File: src/hdl/kvi_pkg.sv
// kvi_pkg: shared codes, entry layout and controller/datapath interface types
// for the keyframe vector interpolator. No dependencies.
package kvi_pkg;

	// command field codes; a query is any code with bit 1 set
	localparam logic [1:0] CMD_CLEAR  = 2'd0;
	localparam logic [1:0] CMD_APPEND = 2'd1;
	localparam int         CMD_QUERY_BIT = 1;

	// one key table entry: {z, y, x, time}
	localparam int ENTRY_W = 128;
	localparam int DIV_STEPS = 16;

	typedef enum logic [2:0] {
		ST_INTERP      = 3'd0,
		ST_SINGLE      = 3'd1,
		ST_CLAMP_FIRST = 3'd2,
		ST_CLAMP_LAST  = 3'd3,
		ST_EMPTY       = 3'd4,
		ST_LOADED      = 3'd5,
		ST_FULL        = 3'd6,
		ST_CLEARED     = 3'd7
	} status_t;

	typedef enum logic [1:0] {
		SEL_ZERO,
		SEL_KEY,
		SEL_RES
	} out_sel_t;

	// controller -> datapath
	typedef struct packed {
		logic     capture;
		logic     clear_count;
		logic     append;
		logic     rd_en;
		logic     idx_inc;
		logic     save_prev;
		logic     div_init;
		logic     div_step;
		logic     mul;
		logic     acc;
		logic [1:0] comp;
		logic     out_load;
		out_sel_t out_sel;
		status_t  out_status;
	} dp_cmd_t;

	// datapath -> controller
	typedef struct packed {
		logic [1:0] command;
		logic       count_zero;
		logic       count_one;
		logic       full;
		logic       t_lt_cur;
		logic       idx_last;
	} dp_stat_t;

endpackage

File: src/hdl/kvi_ctrl.sv
// kvi_ctrl: controller state machine sequencing decode, table scan, divide,
// multiply and result hand-off. Uses kvi_pkg.
module kvi_ctrl
	import kvi_pkg::*;
(
	input  logic     clk,
	input  logic     arst_n,
	input  logic     in_valid,
	output logic     in_stall,
	output logic     out_valid,
	input  logic     out_stall,
	output dp_cmd_t  cmd,
	input  dp_stat_t stat
);

	typedef enum logic [3:0] {
		S_IDLE,
		S_DECODE,
		S_FIRST,
		S_READ,
		S_CHECK,
		S_DIV,
		S_MUL,
		S_ACC,
		S_FINISH
	} state_t;

	state_t   state_q;
	logic     out_valid_q;
	status_t  fin_status_q;
	out_sel_t fin_sel_q;
	logic [1:0] comp_q;
	logic [3:0] step_q;

	logic is_query;
	logic out_free;
	assign is_query = stat.command[CMD_QUERY_BIT];
	assign out_free = !out_valid_q || !out_stall;

	always_comb begin
		cmd = '0;
		cmd.comp       = comp_q;
		cmd.out_sel    = fin_sel_q;
		cmd.out_status = fin_status_q;
		unique case (state_q)
			S_IDLE:   cmd.capture = in_valid;
			S_DECODE: begin
				if (is_query) begin
					cmd.rd_en = !stat.count_zero;
				end else if (stat.command == CMD_APPEND) begin
					cmd.append = !stat.full;
				end else begin
					cmd.clear_count = 1'b1;
				end
			end
			S_FIRST: begin
				if (!stat.count_one && !stat.t_lt_cur) begin
					cmd.save_prev = 1'b1;
					cmd.idx_inc   = 1'b1;
				end
			end
			S_READ:   cmd.rd_en = 1'b1;
			S_CHECK: begin
				if (stat.t_lt_cur) begin
					cmd.div_init = 1'b1;
				end else if (!stat.idx_last) begin
					cmd.save_prev = 1'b1;
					cmd.idx_inc   = 1'b1;
				end
			end
			S_DIV:    cmd.div_step = 1'b1;
			S_MUL:    cmd.mul = 1'b1;
			S_ACC:    cmd.acc = 1'b1;
			S_FINISH: cmd.out_load = out_free;
			default:  cmd = '0;
		endcase
	end

	assign in_stall  = (state_q != S_IDLE);
	assign out_valid = out_valid_q;

	always_ff @(posedge clk or negedge arst_n) begin
		if (!arst_n) begin
			state_q      <= S_IDLE;
			out_valid_q  <= 1'b0;
			fin_status_q <= ST_EMPTY;
			fin_sel_q    <= SEL_ZERO;
			comp_q       <= '0;
			step_q       <= '0;
		end else begin
			if (out_valid_q && !out_stall) begin
				out_valid_q <= 1'b0;
			end
			unique case (state_q)
				S_IDLE: begin
					if (in_valid) begin
						state_q <= S_DECODE;
					end
				end
				S_DECODE: begin
					fin_sel_q <= SEL_ZERO;
					if (is_query) begin
						if (stat.count_zero) begin
							fin_status_q <= ST_EMPTY;
							state_q      <= S_FINISH;
						end else begin
							state_q <= S_FIRST;
						end
					end else if (stat.command == CMD_APPEND) begin
						fin_status_q <= stat.full ? ST_FULL : ST_LOADED;
						state_q      <= S_FINISH;
					end else begin
						fin_status_q <= ST_CLEARED;
						state_q      <= S_FINISH;
					end
				end
				S_FIRST: begin
					if (stat.count_one) begin
						fin_status_q <= ST_SINGLE;
						fin_sel_q    <= SEL_KEY;
						state_q      <= S_FINISH;
					end else if (stat.t_lt_cur) begin
						fin_status_q <= ST_CLAMP_FIRST;
						fin_sel_q    <= SEL_KEY;
						state_q      <= S_FINISH;
					end else begin
						state_q <= S_READ;
					end
				end
				S_READ: state_q <= S_CHECK;
				S_CHECK: begin
					if (stat.t_lt_cur) begin
						step_q  <= '0;
						state_q <= S_DIV;
					end else if (stat.idx_last) begin
						fin_status_q <= ST_CLAMP_LAST;
						fin_sel_q    <= SEL_KEY;
						state_q      <= S_FINISH;
					end else begin
						state_q <= S_READ;
					end
				end
				S_DIV: begin
					step_q <= step_q + 1'b1;
					if (step_q == 4'(DIV_STEPS - 1)) begin
						comp_q  <= '0;
						state_q <= S_MUL;
					end
				end
				S_MUL: state_q <= S_ACC;
				S_ACC: begin
					if (comp_q == 2'd2) begin
						fin_status_q <= ST_INTERP;
						fin_sel_q    <= SEL_RES;
						state_q      <= S_FINISH;
					end else begin
						comp_q  <= comp_q + 1'b1;
						state_q <= S_MUL;
					end
				end
				S_FINISH: begin
					if (out_free) begin
						out_valid_q <= 1'b1;
						state_q     <= S_IDLE;
					end
				end
				default: state_q <= S_IDLE;
			endcase
		end
	end

	a_no_overwrite: assert property (@(posedge clk) disable iff (!arst_n)
		cmd.out_load |-> !(out_valid_q && out_stall))
		else $error("result overwritten while stalled");

	a_mul_entry: assert property (@(posedge clk) disable iff (!arst_n)
		(state_q == S_MUL) |-> ($past(state_q) == S_DIV || $past(state_q) == S_ACC))
		else $error("multiply entered out of sequence");

	a_accept_decode: assert property (@(posedge clk) disable iff (!arst_n)
		(in_valid && !in_stall) |=> (state_q == S_DECODE))
		else $error("accepted item not decoded");

endmodule

File: config.mk
export PLATFORM = sky130hd
export DESIGN_NAME = kvi_ctrl
export DESIGN_NICKNAME = d
export VERILOG_FILES = /design/src/hdl/kvi_pkg.sv /design/src/hdl/kvi_ctrl.sv
export SDC_FILE = /design/constraint.sdc
export NUM_CORES = 1
export LEC_CHECK = 0
export ABC_CLOCK_PERIOD_IN_PS = 5200
export BUFFER_PORTS_ARGS = -buffer_cell sky130_fd_sc_hd__clkbuf_2
export CAP_MARGIN = 0
export CORE_ASPECT_RATIO = 1.2
export CORE_MARGIN = 2
export CORE_UTILIZATION = 55
export CTS_BUF_LIST = sky130_fd_sc_hd__clkbuf_8
export DETAILED_ROUTE_END_ITERATION = 12
export PLACE_DENSITY = 0.88
export SYNTH_ARGS = -nofsm -noshare
export SYNTH_HDL_FRONTEND = slang
export SYNTH_SLANG_ARGS = --single-unit
File: constraint.sdc
create_clock -name clk -period 5.2 [get_ports clk]
set_input_delay 1.04 -clock clk [delete_from_list [all_inputs] [get_ports clk]]
set_output_delay 1.04 -clock clk [all_outputs]
set_load 0.02 [all_outputs]
==> impl_metrics.env, run 1 <==
export IMPL_outcome="finished, final reports clean"
export IMPL_yosys_cell_types_count=48
export IMPL_drtAntennaViolNets=0
export IMPL_worst_skew_pair_late_latency_ps=250
export IMPL_fp_dieW_um=45.28
export IMPL_power_leakage_uw=0.0006318
export IMPL_ios=31
export IMPL_tritoncts_clock_tree="yes"
export IMPL_synth_edff_count=0
export IMPL_drt_initial_drc_count=15
export IMPL_synth_top_area_cell="sky130_fd_sc_hd__dfrtp_1"
export IMPL_timing_setup_tns_ps=0
export IMPL_floorplan_rows=17
export IMPL_totalWireLength_um=2416
export IMPL_wire_length_of_the_first_global_routing_pass_um=4112
export IMPL_synth_cell_area_um2=1125
export IMPL_cts_hold_buffers_added=0
export IMPL_synth_yosys_seq_area_share_pct=35.71
export IMPL_area_share_of_the_largest_cell_type_after_synthesis_pct=33.37
export IMPL_post_cts_setup_buffer_count=0
export IMPL_area_of_the_die_um2=2424
export IMPL_die_height_um=53.54
export IMPL_ir_worst_vdd_mv=0.3198
export IMPL_cts_resized=0
export IMPL_max_clock_freq_mhz=318.8
export IMPL_numCtsBuffers=3
export IMPL_top_ff_cell_synth="sky130_fd_sc_hd__dfrtp_1"
export IMPL_antenna_cell_count=0
export IMPL_finalWeightedCongestion=0.8033
export IMPL_p_per_area_nw_per_um2=504.1
export IMPL_post_syn_area_per_cell_um2=8.788
export IMPL_hold_violations=0
export IMPL_grt_util_all_layers_pct=23.55
export IMPL_route_detailed_vias_per_inst=5.925
export IMPL_first_global_vias=916
export IMPL_grt_setup_unrepaired="false"
export IMPL_timing_critical_path_from_type="flip-flop"
export IMPL_detailedPlacementHpwl_um=1858
export IMPL_root_buffer="sky130_fd_sc_hd__clkbuf_8"
export IMPL_clk_pin_slew_worst_paths_ps=60
export IMPL_critPathRequiredTime_ps=4160
export IMPL_final_period_utilization_pct=60.31
export IMPL_min_delay_path_class="flip-flop to flip-flop"
export IMPL_detail_route_first_pass_iterations=4
export IMPL_synth_warnings=0
export IMPL_finalSetupViolations=0
export IMPL_initial_antenna_violation_count=0
export IMPL_num_fill_cells=159
export IMPL_wl_per_cell_um=13.97
export IMPL_route_detailed_drc=0
export IMPL_num_nets_final=168
export IMPL_syn_nets=141
export IMPL_via_count=1025
export IMPL_grt_remaining_overflow=0
export IMPL_slew_headroom_pct=49.16
export IMPL_clock_sink_count=16
export IMPL_max_cap_violations=0
export IMPL_syn_to_final_growth_pct=15.57
export IMPL_post_synthesis_register_bit_count=16
export IMPL_synthCells=128
export IMPL_final_worst_clock_skew_ps=1.166
export IMPL_placeableCoreArea_um2=1893
export IMPL_report_final_slew_viol_count=0
export IMPL_cts_max_level=1
export IMPL_buffer_ports_inserted=30
export IMPL_synthTopCellsByArea="sky130_fd_sc_hd__dfrtp_1 (33%), sky130_fd_sc_hd__nand2_1 (4.7%), sky130_fd_sc_hd__and2_1 (4.4%)"
export IMPL_synth_top_cells_by_count="sky130_fd_sc_hd__dfrtp_1 (15), sky130_fd_sc_hd__nand2_1 (14), sky130_fd_sc_hd__nor2_1 (10)"
export IMPL_synth_most_common_cell="sky130_fd_sc_hd__dfrtp_1"
export IMPL_post_route_cells_drive_above_1_share_pct=25.32
export IMPL_critical_path_max_fanout=21
export IMPL_largest_net_degree_at_the_start_of_global_routing=22
export IMPL_floorplan_initialDensity_pct=59.42
export IMPL_asyncSetResetFlopFracSynth_pct=100.0
export IMPL_tightestPinTransition_ps=752.0
export IMPL_path_class="flip-flop to primary output"
export IMPL_worstSetupEndpointType="primary output"
export IMPL_fin_util_pct=68.67
export IMPL_ctsLongestPathBuffers=2
export IMPL_worstPathArrival_ps=2100
export IMPL_period_needed_ps=3136
-- cell usage in the layout, fill, tap and decap left out, types with 2 or more instances in the layout --
cell type / count
sky130_fd_sc_hd__clkbuf_8: 3
sky130_fd_sc_hd__inv_1: 6
sky130_fd_sc_hd__mux2_1: 3
sky130_fd_sc_hd__nor4_1: 2
sky130_fd_sc_hd__nor2b_1: 4
sky130_fd_sc_hd__clkbuf_2: 30
sky130_fd_sc_hd__nand2_1: 14
sky130_fd_sc_hd__ha_1: 2
sky130_fd_sc_hd__o21ai_1: 2
sky130_fd_sc_hd__dfrtp_1: 15
sky130_fd_sc_hd__and2_1: 8
sky130_fd_sc_hd__nor2_1: 10
sky130_fd_sc_hd__o31ai_1: 2
sky130_fd_sc_hd__nor4b_1: 3
sky130_fd_sc_hd__o21bai_1: 3
sky130_fd_sc_hd__a21oi_1: 4
sky130_fd_sc_hd__a31oi_1: 3
sky130_fd_sc_hd__nand3_1: 4
sky130_fd_sc_hd__nand3b_1: 2
sky130_fd_sc_hd__o21ai_0: 8
-- final timing paths --
path                              endpoint  slack [ps]            start  cells after the start
hold / removal             fin_status_q[1]         480  fin_status_q[1]                      1
max in group asynchronous  fin_status_q[2]        4180           arst_n                      1
hold reg to reg            fin_status_q[1]         480  fin_status_q[1]                      1
setup / recovery                   cmd[13]        2060       state_q[2]                      4
min in group asynchronous     fin_sel_q[0]         700           arst_n                      1
setup reg to reg           fin_status_q[0]        2990       state_q[1]                      4
-- sequential cells by signal (all words and copies together) (netlist names) --
signal,count
state_q,4
comp_q,2
out_valid,1
step_q,4
fin_sel_q,2
fin_status_q,3
-- cell families (layout without fill, tap and decap cells) --
| family | count (synthesis) | in the layout | share of synthesized area, % |
|---|---|---|---|
| AND/OR/NAND/NOR | 57 | 57 | 28.81 |
| AO/OA/AOI/OAI | 33 | 33 | 21.80 |
| flip-flops | 16 | 16 | 35.71 |
| buffers and inverters | 14 | 40 | 5.895 |
| multiplexers | 4 | 4 | 4.004 |
| adder cells (fa/ha/maj) | 2 | 2 | 2.224 |
| XOR/XNOR | 2 | 2 | 1.558 |
-- final cells by class --
cell class / instances / area (µm²) / area share [%]
Tap cell: 19 / 23.77 / 1.829
Multi-Input combinational cell: 98 / 656.9 / 50.53
Sequential cell: 16 / 401.6 / 30.90
Clock buffer: 3 / 41.29 / 3.176
Inverter: 6 / 22.52 / 1.732
Clock inverter: 1 / 3.754 / 0.2887
Timing Repair Buffer: 30 / 150.1 / 11.55
-- metrics by stage --
stage	cell area [µm²]	power, µW	hold WS (ps)	setup WS [ps]	cells
after floorplan	1125	474.6	455.6	2259	128
after global placement	1255	546.5	466.4	2378	169
after detailed placement	1255	562.2	472.5	2344	169
after CTS	1300	657.6	487.1	2070	173
after global routing	1300	709.3	502.3	1895	173
final	1300	655.3	479.7	2064	173
-- routing by layer --
layer,share of wire [%],vias up,GRT usage [%]
met4,1.7,0,8.824
met3,2.8,5,3.020
met1,45,483,27.48
met2,51,24,43.10
met5,0,-,0
li1,-,513,-
-- critical path: stages (launching register included) --
cell,delay [ps]
sky130_fd_sc_hd__dfrtp_1,700
sky130_fd_sc_hd__or4b_1,570
sky130_fd_sc_hd__o22a_1,230
sky130_fd_sc_hd__nor2_1,150
sky130_fd_sc_hd__clkbuf_2,200
-- report_power, final --
part	internal (µW)	switching (µW)
clock network	52.4	42.0
registers	175	68.4
logic	131	186
total	359	297
Note: power is estimated with default switching activity, not from simulation.
==> run 2: changes to the inputs <==
==> config.mk (replaced) <==
export PLATFORM = sky130hd
export DESIGN_NAME = kvi_ctrl
export DESIGN_NICKNAME = d
export VERILOG_FILES = /design/src/hdl/kvi_pkg.sv /design/src/hdl/kvi_ctrl.sv
export SDC_FILE = /design/constraint.sdc
export NUM_CORES = 1
export LEC_CHECK = 0
export ABC_AREA = 1
export ABC_CLOCK_PERIOD_IN_PS = 2900
export BUFFER_PORTS_ARGS = -buffer_cell sky130_fd_sc_hd__clkbuf_2
export CAP_MARGIN = 0
export CORE_ASPECT_RATIO = 1.2
export CORE_MARGIN = 2
export CORE_UTILIZATION = 53
export CTS_BUF_LIST = sky130_fd_sc_hd__clkbuf_8
export DETAILED_ROUTE_END_ITERATION = 12
export PLACE_DENSITY = 0.86
export SYNTH_ARGS = -nofsm -noshare
export SYNTH_HDL_FRONTEND = slang
export SYNTH_SLANG_ARGS = --single-unit
==> constraint.sdc (replaced) <==
create_clock -name clk -period 2.9 [get_ports clk]
set_input_delay 0.58 -clock clk [delete_from_list [all_inputs] [get_ports clk]]
set_output_delay 0.58 -clock clk [all_outputs]
set_load 0.02 [all_outputs]
==> impl_metrics.env, run 2 <==
export IMPL_yosys_cell_types_count=20
export IMPL_post_synthesis_register_bit_count=16
export IMPL_floorplan_initialDensity_pct=54.74
export IMPL_timing_setup_tns_ps=0
export IMPL_tritoncts_clock_tree="yes"
export IMPL_slew_headroom_pct=62.74
export IMPL_route_detailed_vias_per_inst=5.058
export IMPL_period_needed_ps=2314
export IMPL_area_share_of_the_largest_cell_type_after_synthesis_pct=34.21
export IMPL_floorplan_rows=18
export IMPL_via_count=1138
export IMPL_synth_cell_area_um2=1097
export IMPL_asyncSetResetFlopFracSynth_pct=100.0
export IMPL_finalWeightedCongestion=0.9112
export IMPL_synthTopCellsByArea="sky130_fd_sc_hd__dfrtp_1 (34%), sky130_fd_sc_hd__nand2_1 (19%), sky130_fd_sc_hd__inv_1 (11%)"
export IMPL_fin_cells=225
export IMPL_initial_antenna_violation_count=0
export IMPL_max_cap_violations=0
export IMPL_critical_path_max_fanout=8
export IMPL_p_per_area_nw_per_um2=930.4
export IMPL_synth_top_cells_by_count="sky130_fd_sc_hd__nand2_1 (55), sky130_fd_sc_hd__inv_1 (33), sky130_fd_sc_hd__nor2_1 (24)"
export IMPL_top_regs="state_q (4), step_q (4), fin_status_q (3)"
export IMPL_final_worst_clock_skew_ps=10.64
export IMPL_clock_sink_count=16
export IMPL_post_syn_area_per_cell_um2=6.380
export IMPL_final_period_utilization_pct=79.79
export IMPL_r2r_setup_slack_ps=1370
export IMPL_grt_remaining_overflow=0
export IMPL_worstPathArrival_ps=1730
export IMPL_synth_yosys_seq_area_share_pct=36.60
export IMPL_timing_critical_path_from_type="flip-flop"
export IMPL_numCtsBuffers=3
export IMPL_cts_resized=0
export IMPL_ctsLongestPathBuffers=2
export IMPL_top_library_cells_by_usage_in_the_layout_fill_and_taps_aside="sky130_fd_sc_hd__nand2_1 (55), sky130_fd_sc_hd__inv_1 (34), sky130_fd_sc_hd__clkbuf_2 (30)"
export IMPL_clk_pin_slew_worst_paths_ps=70
export IMPL_outcome="finished, final reports clean"
export IMPL_final_common_cell="sky130_fd_sc_hd__nand2_1"
export IMPL_critical_path_most_common_cell="sky130_fd_sc_hd__nor2_1"
export IMPL_drtAntennaViolNets=0
export IMPL_top_ff_cell_synth="sky130_fd_sc_hd__dfrtp_1"
export IMPL_yosys_area_share_simple_pct=40.59
export IMPL_cts_max_level=1
export IMPL_cp_slowest_cell="sky130_fd_sc_hd__dfrtp_1"
export IMPL_synth_warnings=0
export IMPL_grt_util_all_layers_pct=22.85
export IMPL_clock_power_share_pct=14.5
export IMPL_hold_violations=0
export IMPL_die_height_um=53.85
export IMPL_synthCells=172
export IMPL_combinationalPowerShare_pct=53.6
export IMPL_num_fill_cells=185
export IMPL_synthAdderAreaFrac_pct=2.281
export IMPL_detailedPlacementHpwl_um=1963
export IMPL_fp_dieW_um=45.54
export IMPL_totalWireLength_um=2502
export IMPL_timing_critical_path_from="state_q[1]"
export IMPL_report_final_slew_viol_count=0
export IMPL_regToRegStartpoint="state_q[1]"
export IMPL_stage_delay_of_the_slowest_cell_on_the_critical_path_ps=430
export IMPL_post_route_cells_drive_above_1_share_pct=20.00
export IMPL_list_of_cells_traversed_by_the_critical_path="nor2_1 -> a21oi_1 -> nor2_1 -> clkbuf_2"
export IMPL_worst_r2r_cell_count=4
export IMPL_route_detailed_drc=0
export IMPL_synth_area_mux_share_pct=0
export IMPL_p_sw_share_pct=49.29
export IMPL_synth_edff_count=0
export IMPL_syn_to_final_growth_pct=19.38
export IMPL_synth_most_common_cell="sky130_fd_sc_hd__nand2_1"
export IMPL_tightestPinTransition_ps=558.9
export IMPL_drt_initial_drc_count=37
export IMPL_root_buffer="sky130_fd_sc_hd__clkbuf_8"
export IMPL_synth_top_family_by_area="simple AND/OR/NAND/NOR gates"
export IMPL_wl_per_cell_um=11.12
export IMPL_p_int_uw=618.1
export IMPL_syn_nets=185
export IMPL_ir_worst_vdd_mv=0.4889
export IMPL_cts_hold_buffers_added=0
export IMPL_number_of_placed_cells_counting_well_taps=221
export IMPL_detail_route_first_pass_iterations=4
export IMPL_largest_net_degree_at_the_start_of_global_routing=17
export IMPL_synthXorXnorAreaFrac_pct=0.7982
export IMPL_worstSetupEndpointType="primary output"
export IMPL_path_class="flip-flop to primary output"
export IMPL_complex_gate_fraction_of_the_synthesized_area_pct=7.754
export IMPL_crit_reg2reg_capture="step_q[1]"
export IMPL_area_of_the_die_um2=2452
export IMPL_fraction_of_power_consumed_by_sequential_logic_pct=31.9
export IMPL_wire_length_of_the_first_global_routing_pass_um=4029
export IMPL_post_cts_setup_buffer_count=0
export IMPL_buffer_ports_inserted=30
export IMPL_min_delay_path_class="input pin to async pin"
export IMPL_placeableCoreArea_um2=2004
export IMPL_antenna_cell_count=0
export IMPL_finalSetupViolations=0
export IMPL_endpoint="cmd[3]"
export IMPL_first_global_vias=1002
export IMPL_power_switching_uw=600.7
export IMPL_critPathRequiredTime_ps=2320
export IMPL_num_nets_final=219
export IMPL_grt_setup_unrepaired="false"
export IMPL_max_clock_freq_mhz=432.2
export IMPL_power_leakage_uw=0.0008207
export IMPL_ios=31
export IMPL_synth_top_area_cell="sky130_fd_sc_hd__dfrtp_1"
export IMPL_worst_skew_pair_late_latency_ps=260
## run 2: cell families after synthesis
group                      Yosys count
and+or+nand+nor                    103
adders and majority gates            2
buffers and inverters               34
AOI/OAI and AO/OA                   16
DFF                                 16
xor gates and xnor gates             1
## run 2: worst min-delay path by stage
stage	to	slack, ps	cells after the start
after floorplan	comp_q[0]	280	0
after global placement	fin_status_q[2]	450	2
after detailed placement	fin_status_q[2]	460	2
after CTS	comp_q[0]	250	1
after global routing	comp_q[0]	270	1
final	out_valid	230	1
## run 2: metrics by stage
| step | area (µm²) | util (%) | hold WS [ps] | power, µW | setup slack (ps) |
|---|---|---|---|---|---|
| final | 1310 | 65.36 | 233.7 | 1219 | 586.1 |
| after global routing | 1310 | 65.36 | 269.2 | 1326 | 453.6 |
| after CTS | 1310 | 65.36 | 251.7 | 1222 | 628.9 |
| after detailed placement | 1265 | 63.11 | 458.4 | 1039 | 915.1 |
| after global placement | 1265 | 63.11 | 452.4 | 1014 | 1005 |
| after floorplan | 1097 | - | 284.4 | 863.5 | 1011 |
## run 2: cell type report
| type | instances | area (µm²) | area share, % |
|---|---|---|---|
| Clock buffer | 3 | 41.29 | 3.152 |
| Clock inverter | 1 | 3.754 | 0.2865 |
| Inverter | 33 | 123.9 | 9.456 |
| Multi-Input combinational cell | 122 | 564.3 | 43.08 |
| Sequential cell | 16 | 401.6 | 30.66 |
| Tap cell | 20 | 25.02 | 1.910 |
| Timing Repair Buffer | 30 | 150.1 | 11.46 |
## run 2: worst max-delay path, delay by kind of cell (launching register included)
kind | cells | cell delay [ps]
DFF | 1 | 430
and+or+nand+nor | 2 | 560
AOI/OAI and AO/OA | 1 | 290
buffers and inverters | 1 | 190
## run 2: layer usage
| metal | global-route usage (%) | vias up | routed length [µm] |
|---|---|---|---|
| li1 | - | 593 | - |
| met1 | 24.95 | 496 | 1049 |
| met2 | 40.61 | 40 | 1292 |
| met3 | 3.691 | 9 | 92 |
| met4 | 13.24 | 0 | 68 |
| met5 | 0 | - | 0 |
## run 2: power groups by stage
stage | logic [µW] | registers (µW) | clock network (µW)
6_report | 653 | 389 | 177
5_1_grt | 742 | 398 | 186
4_1_cts | 655 | 388 | 179
3_5_place_dp | 646 | 392 | 0
3_3_place_gp | 626 | 387 | 0
2_1_floorplan | 478 | 386 | 0
